**src/rtl/core/njss_pkg.sv**
```systemverilog
// Shared types and constants for the nearest joint solution selector.
package njss_pkg;

    localparam int JOINTS     = 6;
    localparam int FIELD_W    = 16;
    localparam int INDEX_W    = 8;
    localparam int CFG_IDX_W  = 3;
    localparam int CFG_DATA_W = 16;

    // Configuration register indexes
    localparam logic [CFG_IDX_W-1:0] REG_HAVE_CURRENT = 3'd0;
    localparam logic [CFG_IDX_W-1:0] REG_ANGLE_BASE   = 3'd1;
    localparam logic [CFG_IDX_W-1:0] REG_ANGLE_LAST   = 3'd6;

    typedef logic [JOINTS-1:0][FIELD_W-1:0] angle_vec_t;

    typedef struct packed {
        logic signed [FIELD_W-1:0] solution_angle_0;
        logic signed [FIELD_W-1:0] solution_angle_1;
        logic signed [FIELD_W-1:0] solution_angle_2;
        logic signed [FIELD_W-1:0] solution_angle_3;
        logic signed [FIELD_W-1:0] solution_angle_4;
        logic signed [FIELD_W-1:0] solution_angle_5;
        logic                      is_last;
    } njss_in_t;

    typedef struct packed {
        logic        [INDEX_W-1:0] sel_index;
        logic signed [FIELD_W-1:0] best_angle_0;
        logic signed [FIELD_W-1:0] best_angle_1;
        logic signed [FIELD_W-1:0] best_angle_2;
        logic signed [FIELD_W-1:0] best_angle_3;
        logic signed [FIELD_W-1:0] best_angle_4;
        logic signed [FIELD_W-1:0] best_angle_5;
        logic                      overflow;
    } njss_out_t;

    // Side data that travels with a candidate down the pipeline
    typedef struct packed {
        logic       last;
        angle_vec_t angles;
    } njss_tag_t;

endpackage

```
**src/rtl/core/njss_lane.sv**
```systemverilog
// One joint lane: wrapped angle difference magnitude, then its square.
module njss_lane
    import njss_pkg::*;
#(
    parameter int ANGLE_BITS = 16
) (
    input  logic                      aclk,
    input  logic                      adv,
    input  logic [FIELD_W-1:0]        angle,
    input  logic [FIELD_W-1:0]        current,
    output logic [2*ANGLE_BITS-2:0]   sq
);

    localparam int SQ_W = 2 * ANGLE_BITS - 1;

    logic [ANGLE_BITS+FIELD_W-1:0] angle_ext;
    logic [ANGLE_BITS+FIELD_W-1:0] current_ext;
    logic [ANGLE_BITS-1:0]         diff;
    logic [ANGLE_BITS-1:0]         mag_next;
    logic [ANGLE_BITS-1:0]         mag_reg;
    logic [2*ANGLE_BITS-1:0]       prod;
    logic [SQ_W-1:0]               sq_reg;

    // Keep the low ANGLE_BITS of each angle; the difference wraps mod a turn
    assign angle_ext   = {{ANGLE_BITS{angle[FIELD_W-1]}}, angle};
    assign current_ext = {{ANGLE_BITS{1'b0}}, current};
    assign diff        = angle_ext[ANGLE_BITS-1:0] - current_ext[ANGLE_BITS-1:0];

    // Fold the upper half turn back; a half turn stays at its own magnitude
    assign mag_next = diff[ANGLE_BITS-1] ? (~diff + 1'b1) : diff;

    assign prod = mag_reg * mag_reg;

    always_ff @(posedge aclk) begin
        if (adv) begin
            mag_reg <= mag_next;
            sq_reg  <= prod[SQ_W-1:0];
        end
    end

    assign sq = sq_reg;

endmodule

```
**src/rtl/core/njss_merge.sv**
```systemverilog
// Adder tree over the lane squares, running argmin, and the result register.
module njss_merge
    import njss_pkg::*;
#(
    parameter int MAX_SOLUTIONS = 256,
    parameter int ANGLE_BITS    = 16
) (
    input  logic                                aclk,
    input  logic                                aresetn,
    input  logic                                have_current,
    input  logic                                in_valid,
    input  njss_tag_t                           in_tag,
    input  logic [JOINTS-1:0][2*ANGLE_BITS-2:0] sq,
    input  logic                                m_ready,
    output logic                                m_valid,
    output njss_out_t                           m_data,
    output logic                                stall
);

    localparam int PAIR_W = 2 * ANGLE_BITS;
    localparam int DIST_W = 2 * ANGLE_BITS + 1;
    localparam int CNT_W  = $clog2(MAX_SOLUTIONS + 1);
    localparam int POS_W  = $clog2(MAX_SOLUTIONS);
    localparam int NPAIR  = JOINTS / 2;

    logic                         adv;
    logic [NPAIR-1:0][PAIR_W-1:0] pair_reg;
    logic                         v3_reg;
    njss_tag_t                    tag3_reg;
    logic [DIST_W-1:0]            dist_reg;
    logic                         v4_reg;
    njss_tag_t                    tag4_reg;

    logic [CNT_W-1:0]             count_reg, count_next;
    logic [POS_W-1:0]             pos_reg, pos_next;
    logic [DIST_W-1:0]            best_cost_reg, best_cost_next;
    angle_vec_t                   best_angles_reg, best_angles_next;
    logic                         ovf_reg, ovf_next;
    logic                         at_cap, take, fire;
    logic [POS_W+INDEX_W-1:0]     pos_ext;

    logic                         m_valid_reg;
    njss_out_t                    m_data_reg;

    // Hold the whole pipe only when a finishing beat meets a full result register that is not being taken
    assign stall = v4_reg && tag4_reg.last && m_valid_reg && !m_ready;
    assign adv   = !stall;

    // Adder tree: pairs, then the total
    always_ff @(posedge aclk) begin
        if (adv) begin
            for (int k = 0; k < NPAIR; k++) begin
                pair_reg[k] <= {1'b0, sq[2*k]} + {1'b0, sq[2*k+1]};
            end
            tag3_reg <= in_tag;
            dist_reg <= {1'b0, pair_reg[0]} + {1'b0, pair_reg[1]} + {1'b0, pair_reg[2]};
            tag4_reg <= tag3_reg;
        end
    end

    always_ff @(posedge aclk) begin
        if (!aresetn) begin
            v3_reg <= 1'b0;
            v4_reg <= 1'b0;
        end else if (adv) begin
            v3_reg <= in_valid;
            v4_reg <= v3_reg;
        end
    end

    // Compare against the best so far; drop candidates past capacity
    assign fire   = v4_reg && adv;
    assign at_cap = count_reg >= CNT_W'(MAX_SOLUTIONS);
    assign take   = (count_reg == '0) || (have_current && (dist_reg < best_cost_reg));

    always_comb begin
        count_next       = count_reg;
        pos_next         = pos_reg;
        best_cost_next   = best_cost_reg;
        best_angles_next = best_angles_reg;
        ovf_next         = ovf_reg;
        if (at_cap) begin
            ovf_next = 1'b1;
        end else begin
            if (take) begin
                best_cost_next   = dist_reg;
                pos_next         = count_reg[POS_W-1:0];
                best_angles_next = tag4_reg.angles;
            end
            count_next = count_reg + 1'b1;
        end
    end

    assign pos_ext = {{INDEX_W{1'b0}}, pos_next};

    always_ff @(posedge aclk) begin
        if (fire) begin
            best_angles_reg <= best_angles_next;
        end
    end

    always_ff @(posedge aclk) begin
        if (!aresetn) begin
            count_reg     <= '0;
            pos_reg       <= '0;
            best_cost_reg <= '0;
            ovf_reg       <= 1'b0;
        end else if (fire) begin
            if (tag4_reg.last) begin
                count_reg     <= '0;
                pos_reg       <= '0;
                best_cost_reg <= '0;
                ovf_reg       <= 1'b0;
            end else begin
                count_reg     <= count_next;
                pos_reg       <= pos_next;
                best_cost_reg <= best_cost_next;
                ovf_reg       <= ovf_next;
            end
        end
    end

    // Result register: load on a finishing beat, release on handshake
    always_ff @(posedge aclk) begin
        if (!aresetn) begin
            m_valid_reg <= 1'b0;
        end else if (fire && tag4_reg.last) begin
            m_valid_reg <= 1'b1;
        end else if (m_ready) begin
            m_valid_reg <= 1'b0;
        end
    end

    always_ff @(posedge aclk) begin
        if (fire && tag4_reg.last) begin
            m_data_reg.sel_index    <= pos_ext[INDEX_W-1:0];
            m_data_reg.best_angle_0 <= best_angles_next[0];
            m_data_reg.best_angle_1 <= best_angles_next[1];
            m_data_reg.best_angle_2 <= best_angles_next[2];
            m_data_reg.best_angle_3 <= best_angles_next[3];
            m_data_reg.best_angle_4 <= best_angles_next[4];
            m_data_reg.best_angle_5 <= best_angles_next[5];
            m_data_reg.overflow     <= ovf_next;
        end
    end

    assign m_valid = m_valid_reg;
    assign m_data  = m_data_reg;

endmodule

```
**src/rtl/core/nearest_joint_solution_select.sv**
```systemverilog
// Top level: nearest joint solution selector with six joint lanes and a merge stage.
//
//  channel | ports                      | direction | beat
//  --------+----------------------------+-----------+---------------------------------
//  input   | s_valid s_ready s_data     | in        | one candidate, six angles + last
//  result  | m_valid m_ready m_data     | out       | index, six angles, overflow
//  config  | cfg_wr_en cfg_index cfg_wr_data | in   | one register write, no wait
//
// One candidate per cycle while the pipe is not stalled. A candidate passes the
// lane difference and square registers, two adder-tree registers, and then updates
// the best-so-far; the result register of a last beat loads in that same update.
// Synchronous active-low reset clears valid bits, counters and configuration.
// s_ready drops only while a last beat sits at the compare stage and the
// previous result has not been taken.
module nearest_joint_solution_select
    import njss_pkg::*;
#(
    parameter int MAX_SOLUTIONS = 256,
    parameter int ANGLE_BITS    = 16
) (
    input  logic                  aclk,
    input  logic                  aresetn,
    input  logic                  s_valid,
    output logic                  s_ready,
    input  njss_in_t              s_data,
    output logic                  m_valid,
    input  logic                  m_ready,
    output njss_out_t             m_data,
    input  logic                  cfg_wr_en,
    input  logic [CFG_IDX_W-1:0]  cfg_index,
    input  logic [CFG_DATA_W-1:0] cfg_wr_data
);

    localparam int SQ_W = 2 * ANGLE_BITS - 1;

    logic                         have_current_reg;
    angle_vec_t                   current_angle_reg;
    logic [CFG_IDX_W-1:0]         cfg_slot;

    logic                         stall, adv;
    angle_vec_t                   in_angles;
    njss_tag_t                    in_tag;
    logic                         v1_reg, v2_reg;
    njss_tag_t                    tag1_reg, tag2_reg;
    logic [JOINTS-1:0][SQ_W-1:0]  sq;

    // Configuration registers
    assign cfg_slot = cfg_index - REG_ANGLE_BASE;

    always_ff @(posedge aclk) begin
        if (!aresetn) begin
            have_current_reg  <= 1'b0;
            current_angle_reg <= '0;
        end else if (cfg_wr_en) begin
            if (cfg_index == REG_HAVE_CURRENT) begin
                have_current_reg <= cfg_wr_data[0];
            end else if (cfg_index >= REG_ANGLE_BASE && cfg_index <= REG_ANGLE_LAST) begin
                current_angle_reg[cfg_slot] <= cfg_wr_data;
            end
        end
    end

    assign adv     = !stall;
    assign s_ready = adv;

    assign in_angles = {s_data.solution_angle_5, s_data.solution_angle_4,
                        s_data.solution_angle_3, s_data.solution_angle_2,
                        s_data.solution_angle_1, s_data.solution_angle_0};
    assign in_tag    = '{last: s_data.is_last, angles: in_angles};

    // Side data follows the two lane stages
    always_ff @(posedge aclk) begin
        if (adv) begin
            tag1_reg <= in_tag;
            tag2_reg <= tag1_reg;
        end
    end

    always_ff @(posedge aclk) begin
        if (!aresetn) begin
            v1_reg <= 1'b0;
            v2_reg <= 1'b0;
        end else if (adv) begin
            v1_reg <= s_valid;
            v2_reg <= v1_reg;
        end
    end

    for (genvar j = 0; j < JOINTS; j++) begin : g_lane
        njss_lane #(
            .ANGLE_BITS (ANGLE_BITS)
        ) u_lane (
            .aclk    (aclk),
            .adv     (adv),
            .angle   (in_angles[j]),
            .current (current_angle_reg[j]),
            .sq      (sq[j])
        );
    end

    njss_merge #(
        .MAX_SOLUTIONS (MAX_SOLUTIONS),
        .ANGLE_BITS    (ANGLE_BITS)
    ) u_merge (
        .aclk         (aclk),
        .aresetn      (aresetn),
        .have_current (have_current_reg),
        .in_valid     (v2_reg),
        .in_tag       (tag2_reg),
        .sq           (sq),
        .m_ready      (m_ready),
        .m_valid      (m_valid),
        .m_data       (m_data),
        .stall        (stall)
    );

    // Input is refused only while a result waits untaken
    a_ready_low_only_when_blocked: assert property (@(posedge aclk) disable iff (!aresetn)
        !s_ready |-> (m_valid && !m_ready))
        else $error("input held off without a waiting result");

    // A new result appears only at an edge where the pipe advanced
    a_result_needs_advance: assert property (@(posedge aclk) disable iff (!aresetn)
        $rose(m_valid) |-> $past(s_ready))
        else $error("result loaded during a stall");

    // A beat two stages in cannot be lost: during a stall it holds its valid bit and side data
    a_stall_holds_last: assert property (@(posedge aclk) disable iff (!aresetn)
        stall |=> (v2_reg == $past(v2_reg)) && (tag2_reg == $past(tag2_reg)))
        else $error("pipeline moved during a stall");

endmodule
```
**config.mk**
```make
export PLATFORM = sky130hd
export DESIGN_NAME = nearest_joint_solution_select
export DESIGN_NICKNAME = d
export VERILOG_FILES = /design/src/rtl/core/njss_pkg.sv /design/src/rtl/core/njss_lane.sv /design/src/rtl/core/njss_merge.sv /design/src/rtl/core/nearest_joint_solution_select.sv
export SDC_FILE = /design/constraint.sdc
export NUM_CORES = 2
export LEC_CHECK = 0
export BUFFER_PORTS_ARGS = -buffer_cell sky130_fd_sc_hd__buf_2
export CORE_AREA = 2 2 433 435
export DETAILED_ROUTE_END_ITERATION = 12
export DIE_AREA = 0 0 435 437
export PLACE_DENSITY = 0.74
export SETUP_SLACK_MARGIN = 0.1
export SLEW_MARGIN = 10
export SYNTH_ARGS = -nofsm -noshare
export SYNTH_HDL_FRONTEND = slang
export SYNTH_SLANG_ARGS = --single-unit
```
**constraint.sdc**
```tcl
create_clock -name aclk -period 31.2 [get_ports aclk]
set_clock_uncertainty 0.2 [all_clocks]
set_input_delay 0 -clock aclk [delete_from_list [all_inputs] [get_ports aclk]]
set_output_delay 0 -clock aclk [all_outputs]
set_load 0.01 [all_outputs]
```
* After elaboration in Yosys (flattened, before gate mapping)
Index checks and enable logic that the tools add are counted.
Storage, ports and cells: output and inout bits 107, bits of input ports 121, flip-flop bits (word level) 1153, word-level logic and storage cells 161
Cells by class: muxes and demuxes 23, bitwise operators 7, $lt $le $gt $ge 6, reduce and logical (&&, ||, !) cells 19, multipliers 6, add/subtract/negate cells 19, equal/unequal tests 1
Operators by type and width (number):
- $mux W96 | 2
- $mul A16 B16 Y31 | 6
- $mux W33 | 3
- $add A16 B1 Y16 const B | 6
- $add A31 B31 Y32 | 3
- $bwmux W96 | 1
- $not A16 Y16 | 6
- $sub A16 B16 Y16 | 6
- $mux W15 | 6
- $demux W16 S3 | 1
- $add A32 B32 Y33 | 1
- $add A33 B32 Y33 | 1
- $lt A33 B33 Y1 | 1
- $mux W8 | 3
- $mux W9 | 2
- $mux W16 | 1
- $add A9 B1 Y9 const B | 1
- $ge A9 B9 Y1 const B | 1
- $logic_not A9 Y1 | 1
- $logic_and A1 B1 Y1 | 8
- $ge A3 B1 Y1 const B | 2
- $reduce_and A3 Y1 | 2
- $lt A3 B4 Y1 const B | 1
- $mux W1 | 4
- other kinds (9) | 12

* Logic depth before layout (Yosys ltp)
depth after elaboration 7, depth in mapped cells 26, gate-level depth less buffers 25

* Modules after synthesis
Synthesis repeated with hierarchy kept, for this count alone.
Second synthesis, totals: cells, all modules 8524, area total of the unflattened synthesis 94430.6 µm²
By module, submodules not included:
- njss_merge | area each 26073.8 µm², cells each 1756, sequential area each 16816.1 µm², times used 1
- njss_lane (g_lane[0].u_lane ...) | area each 9879.5 µm², cells each 1041, sequential area each 1381.3 µm², times used 2
- njss_lane (g_lane[4].u_lane) | area each 10029.6 µm², cells each 1062, sequential area each 1381.3 µm², times used 1
- njss_lane (g_lane[2].u_lane) | area each 9716.8 µm², cells each 1021, sequential area each 1381.3 µm², times used 1
- njss_lane (g_lane[3].u_lane) | area each 9681.8 µm², cells each 1035, sequential area each 1381.3 µm², times used 1
- nearest_joint_solution_select | area each 9587.9 µm², cells each 554, sequential area each 7807.5 µm², times used 1
- njss_lane (g_lane[5].u_lane) | area each 9581.7 µm², cells each 1014, sequential area each 1381.3 µm², times used 1

* Least setup slack after synthesis
OpenSTA, ideal clock, no wires.
kind reg2reg, start point reg u_merge.tag4_reg[96] (netlist bit), end point reg g_lane[0].u_lane.mag_reg[0] (enable), data arrival time 18.227 ns, period minus slack after synthesis 25.950 ns, path buffers 1, setup time 7.523 ns, required time 23.477 ns, path slack 5.250 ns, cell stages (with the launch flop) 3, cells stage by stage edfxtp_1 > clkbuf_1 > nand3_1
On the way: longest elaborated chain between the ends 3
RTL lines:
- start: declaration | line njss_merge.sv:32 | njss_tag_t tag4_reg;
- start signal: assignment | line njss_merge.sv:57 | tag4_reg <= tag3_reg;
- $logic_and A1 B1 Y1 (3 in a row) | line njss_merge.sv:46 | assign stall = v4_reg && tag4_reg.last && m_valid_reg && !m_ready;
- end signal: assignment | line njss_lane.sv:36 | mag_reg <= mag_next;
- end: declaration | line njss_lane.sv:20 | logic [ANGLE_BITS-1:0] mag_reg;
No other way between the ends. A chain may end at the register's enable or synchronous reset.

* Final worst setup path
start point reg g_lane[3].u_lane.mag_reg[5], end point reg g_lane[3].u_lane.sq_reg[30] (data pin)
On the way: longest elaborated chain between the ends 1
RTL lines:
- start: declaration | line njss_lane.sv:20
- start signal: assignment | line njss_lane.sv:36
- $mul A16 B16 Y31 | line njss_lane.sv:32 | assign prod = mag_reg * mag_reg;
- net g_lane[3].u_lane.prod[30] | line njss_lane.sv:21 | logic [2*ANGLE_BITS-1:0] prod;
- end signal: assignment | line njss_lane.sv:37 | sq_reg <= prod[SQ_W-1:0];
- end: declaration | line njss_lane.sv:22 | logic [SQ_W-1:0] sq_reg;
The timed path passes the listed nets, and every way through them passes these cells.

==> results_dict.tcl <==
set metrics [dict create \
    vias_per_cell 5.34 \
    worstSetupEndpointType "flop" \
    first_pass_iters 6 \
    yosysSeqAreaShare_pct 35.7 \
    layout.nets 10700 \
    tns_ps 0 \
    grtUsageTotal_pct 23.3 \
    drv_slew 0 \
    finalCritPeriodShare_pct 24.2 \
    path_max_fanout 16 \
    ant_nets 0 \
    critical_path_class "flop to flop" \
    fin_ws_ps 23660 \
    die_y_um 437 \
    post-route-drc-count 0 \
    r2r_start "g_lane[3].u_lane.mag_reg[5]$_DFFE_PN_" \
    path_clk_slew_ps 70 \
    cp_cell_sequence "and2_1 > inv_1 > fa_1 > inv_1 > fa_1 > inv_1 > fa_1 > inv_1 > fa_1 > fa_1 > inv_1 > fa_1 > inv_1 > ha_1 > and3_1 > a221oi_1 > nor2_1 > a21oi_1 > o211ai_1 > a31o_2 > o41ai_1 > o21ai_0 > a21oi_1 > xnor2_1" \
    initial_utilization_pct 49.9 \
    portBuffers 227 \
    insertion_delay_ps 760 \
    grt_max_degree 178 \
    synth_mux_area_share_pct 2.49 \
    wl_um 218000 \
    critPathBufInv 6 \
    clock_sinks 1147 \
    status "complete, no violations" \
    die_area_sq_um 190000 \
    clock_path_buffers 3 \
    hold_violations 0 \
    rsz0062_at_grt "no" \
    syn_area_sq_um 92300 \
    arrival_ps 7830 \
    pre_cts_slack_ps 23820 \
    yosys.area_share.simple_pct 9.49 \
    maxSlewHeadroom_pct 19.2 \
    cts_max_level 3 \
    antenna_found_initial 17 \
    whs_ps 117 \
    area_delta_synth_final_pct 11.3 \
    cts_made_buffers 120 \
    io_pins 228 \
    synth_top_family_by_area "adder cells" \
    hold_depth 5 \
    ys_ff_latch 1147 \
    drt_iter0_drc 3896 \
    core_area_sq_um 185000 \
    cp_slowest_cell "edfxtp_1" \
    critical_path.top_delay_family "adder cells" \
    synthXorXnorAreaFrac_pct 4.39 \
    crit_path_start "g_lane[3].u_lane.mag_reg[5]$_DFFE_PN_" \
    grt_pass1_vias 64100 \
    maxCapViolCount 0 \
    cts_tree "built" \
    rr_endpoint "g_lane[3].u_lane.sq[30]$_DFFE_PN_" \
    gp_congestion 0.899 \
    num_vias 60400 \
    synth_edf_count 994 \
    setup_violations 0 \
    synth_compound_area_share_pct 7.00 \
    grt.overflow.total 0 \
    crit_required_ps 31490 \
    slowest_delay_ps 810 \
    synth_cell_types 77 \
    ys_warn_count 0 \
    clockRootBuffer "clkbuf_16" \
    ys.flop_type "edfxtp_1" \
    min_period_ps 7540 \
    worstHoldStart "m_ready" \
    grt_first_pass_wirelength_um 351000 \
    routedWlPerCell_um 19.2 \
    syn_area_per_cell_sq_um 11.1 \
    synthAdderAreaFrac_pct 33.5 \
    synth.top_cells.by_area "edfxtp_1 32%, fa_1 22%, ha_1 12%" \
    netlist.top_cell.by_area "edfxtp_1" \
    whs_endpoint "u_merge.m_valid$_SDFFE_PN0P_" \
    hold_path_class "primary input to flop" \
    final_common_cell "inv_1" \
    start_kind "flop" \
    postSynthCellCount 8302 \
    r2r_slack_ps 23660 \
    dp_hpwl_um 164000 \
    worst_pin_slew_ps 1210 \
    fmax_ghz 0.133 \
    rows 158 \
    drive_gt1_share_pct 7.33 \
    die_w_um 435 \
    syn-num-nets 10300 \
    largest_reg_flops 180 \
    final_cell_mix "1,662 x inv_1, 1,014 x fa_1, 994 x edfxtp_1, 849 x ha_1, 569 x nand2_1" \
    reg2reg_depth 24 \
    ys_async_sr_fraction_pct 0 \
    synth_top_area_share_pct 32.3 \
]
==> worst max-delay path by stage <==
| stage | cells past startpoint | slack (ps) | to |
|---|---|---|---|
| finish | 24 | 23660 | g_lane[3].u_lane.sq[30]$_DFFE_PN_ |
| global route | 24 | 23320 | g_lane[3].u_lane.sq[30]$_DFFE_PN_ |
| CTS | 24 | 23740 | g_lane[3].u_lane.sq[30]$_DFFE_PN_ |
| detailed placement | 24 | 23820 | g_lane[3].u_lane.sq[30]$_DFFE_PN_ |
| global placement | 25 | 23820 | g_lane[3].u_lane.sq[30]$_DFFE_PN_ |
| floorplan | 2 | 5250 | g_lane[0].u_lane.mag_reg[0]$_DFFE_PN_ |
==> worst min-delay path, cell delays in order <==
cell	delay [ps]
dlygate4sd3_1	520
buf_2	140
nor2b_1	160
a21oi_1	150
nor2b_1	50
==> final cells by class <==
| cell class | instances | area, sq um |
|---|---|---|
| fillers | 15300 | 82300 |
| multi-input cells | 5325 | 52500 |
| flip-flops and latches | 1147 | 32900 |
| inverters | 1663 | 6250 |
| repair buffers | 476 | 3610 |
| clock buffers | 133 | 3120 |
| well taps | 2480 | 3100 |
| clock inverters | 91 | 1200 |
| diodes | 2 | 5.00 |
==> synthesized netlist by cell type, types with 32 or more instances <==
library cell  number
mux2_2           114
or3_1             35
dfxtp_1          153
nand3_1           99
o21ai_0          162
a211oi_1          34
xor2_1           129
nor3_1            81
fa_1            1014
xnor2_1          333
ha_1             849
clkbuf_1         151
a21o_1           117
inv_1           1663
o21bai_1          36
nand2b_1          68
o21a_1            49
or2_2             32
a21oi_1          303
mux2i_1          101
and2_1           268
nand2_1          569
a31oi_1           38
edfxtp_1         994
nor2_1           371
a22o_1            37
and3_1            48
nor2b_1          167
==> metrics by stage <==
step	utilization (%)	instance area (sq um)	std cells
2_1_floorplan	-	92300	8302
3_3_place_gp	52.0	96100	10900
3_5_place_dp	52.0	96100	10900
4_1_cts	55.5	103000	11300
5_1_grt	55.5	103000	11300
6_report	55.5	103000	11300
==> routing by layer <==
layer	up-vias	routed length, um	track usage [%]
met5	-	95	0
met4	14	8570	7.97
met3	404	13200	3.55
met2	1764	106000	39.7
met1	30200	89600	30.4
li1	28000	-	-
==> logic make-up after synthesis <==
| kind of cell | after synthesis |
|---|---|
| buffers and inverters | 1830 |
| XOR/XNOR | 462 |
| AO/OA/AOI/OAI | 984 |
| multiplexers | 215 |
| adder cells (fa/ha/maj) | 1863 |
| flip-flops | 1147 |
| AND/OR/NAND/NOR | 1801 |
==> what timing repair did <==
action                     4_1_cts  5_1_grt
gates resized for setup          0        0
setup endpoints to repair        0        0
setup buffers                    0        0
hold endpoints to repair       294        0
hold buffers                   225        0
Power is not shown: default switching activity piles up to over one toggle a cycle in this logic, so the estimate is an artifact.
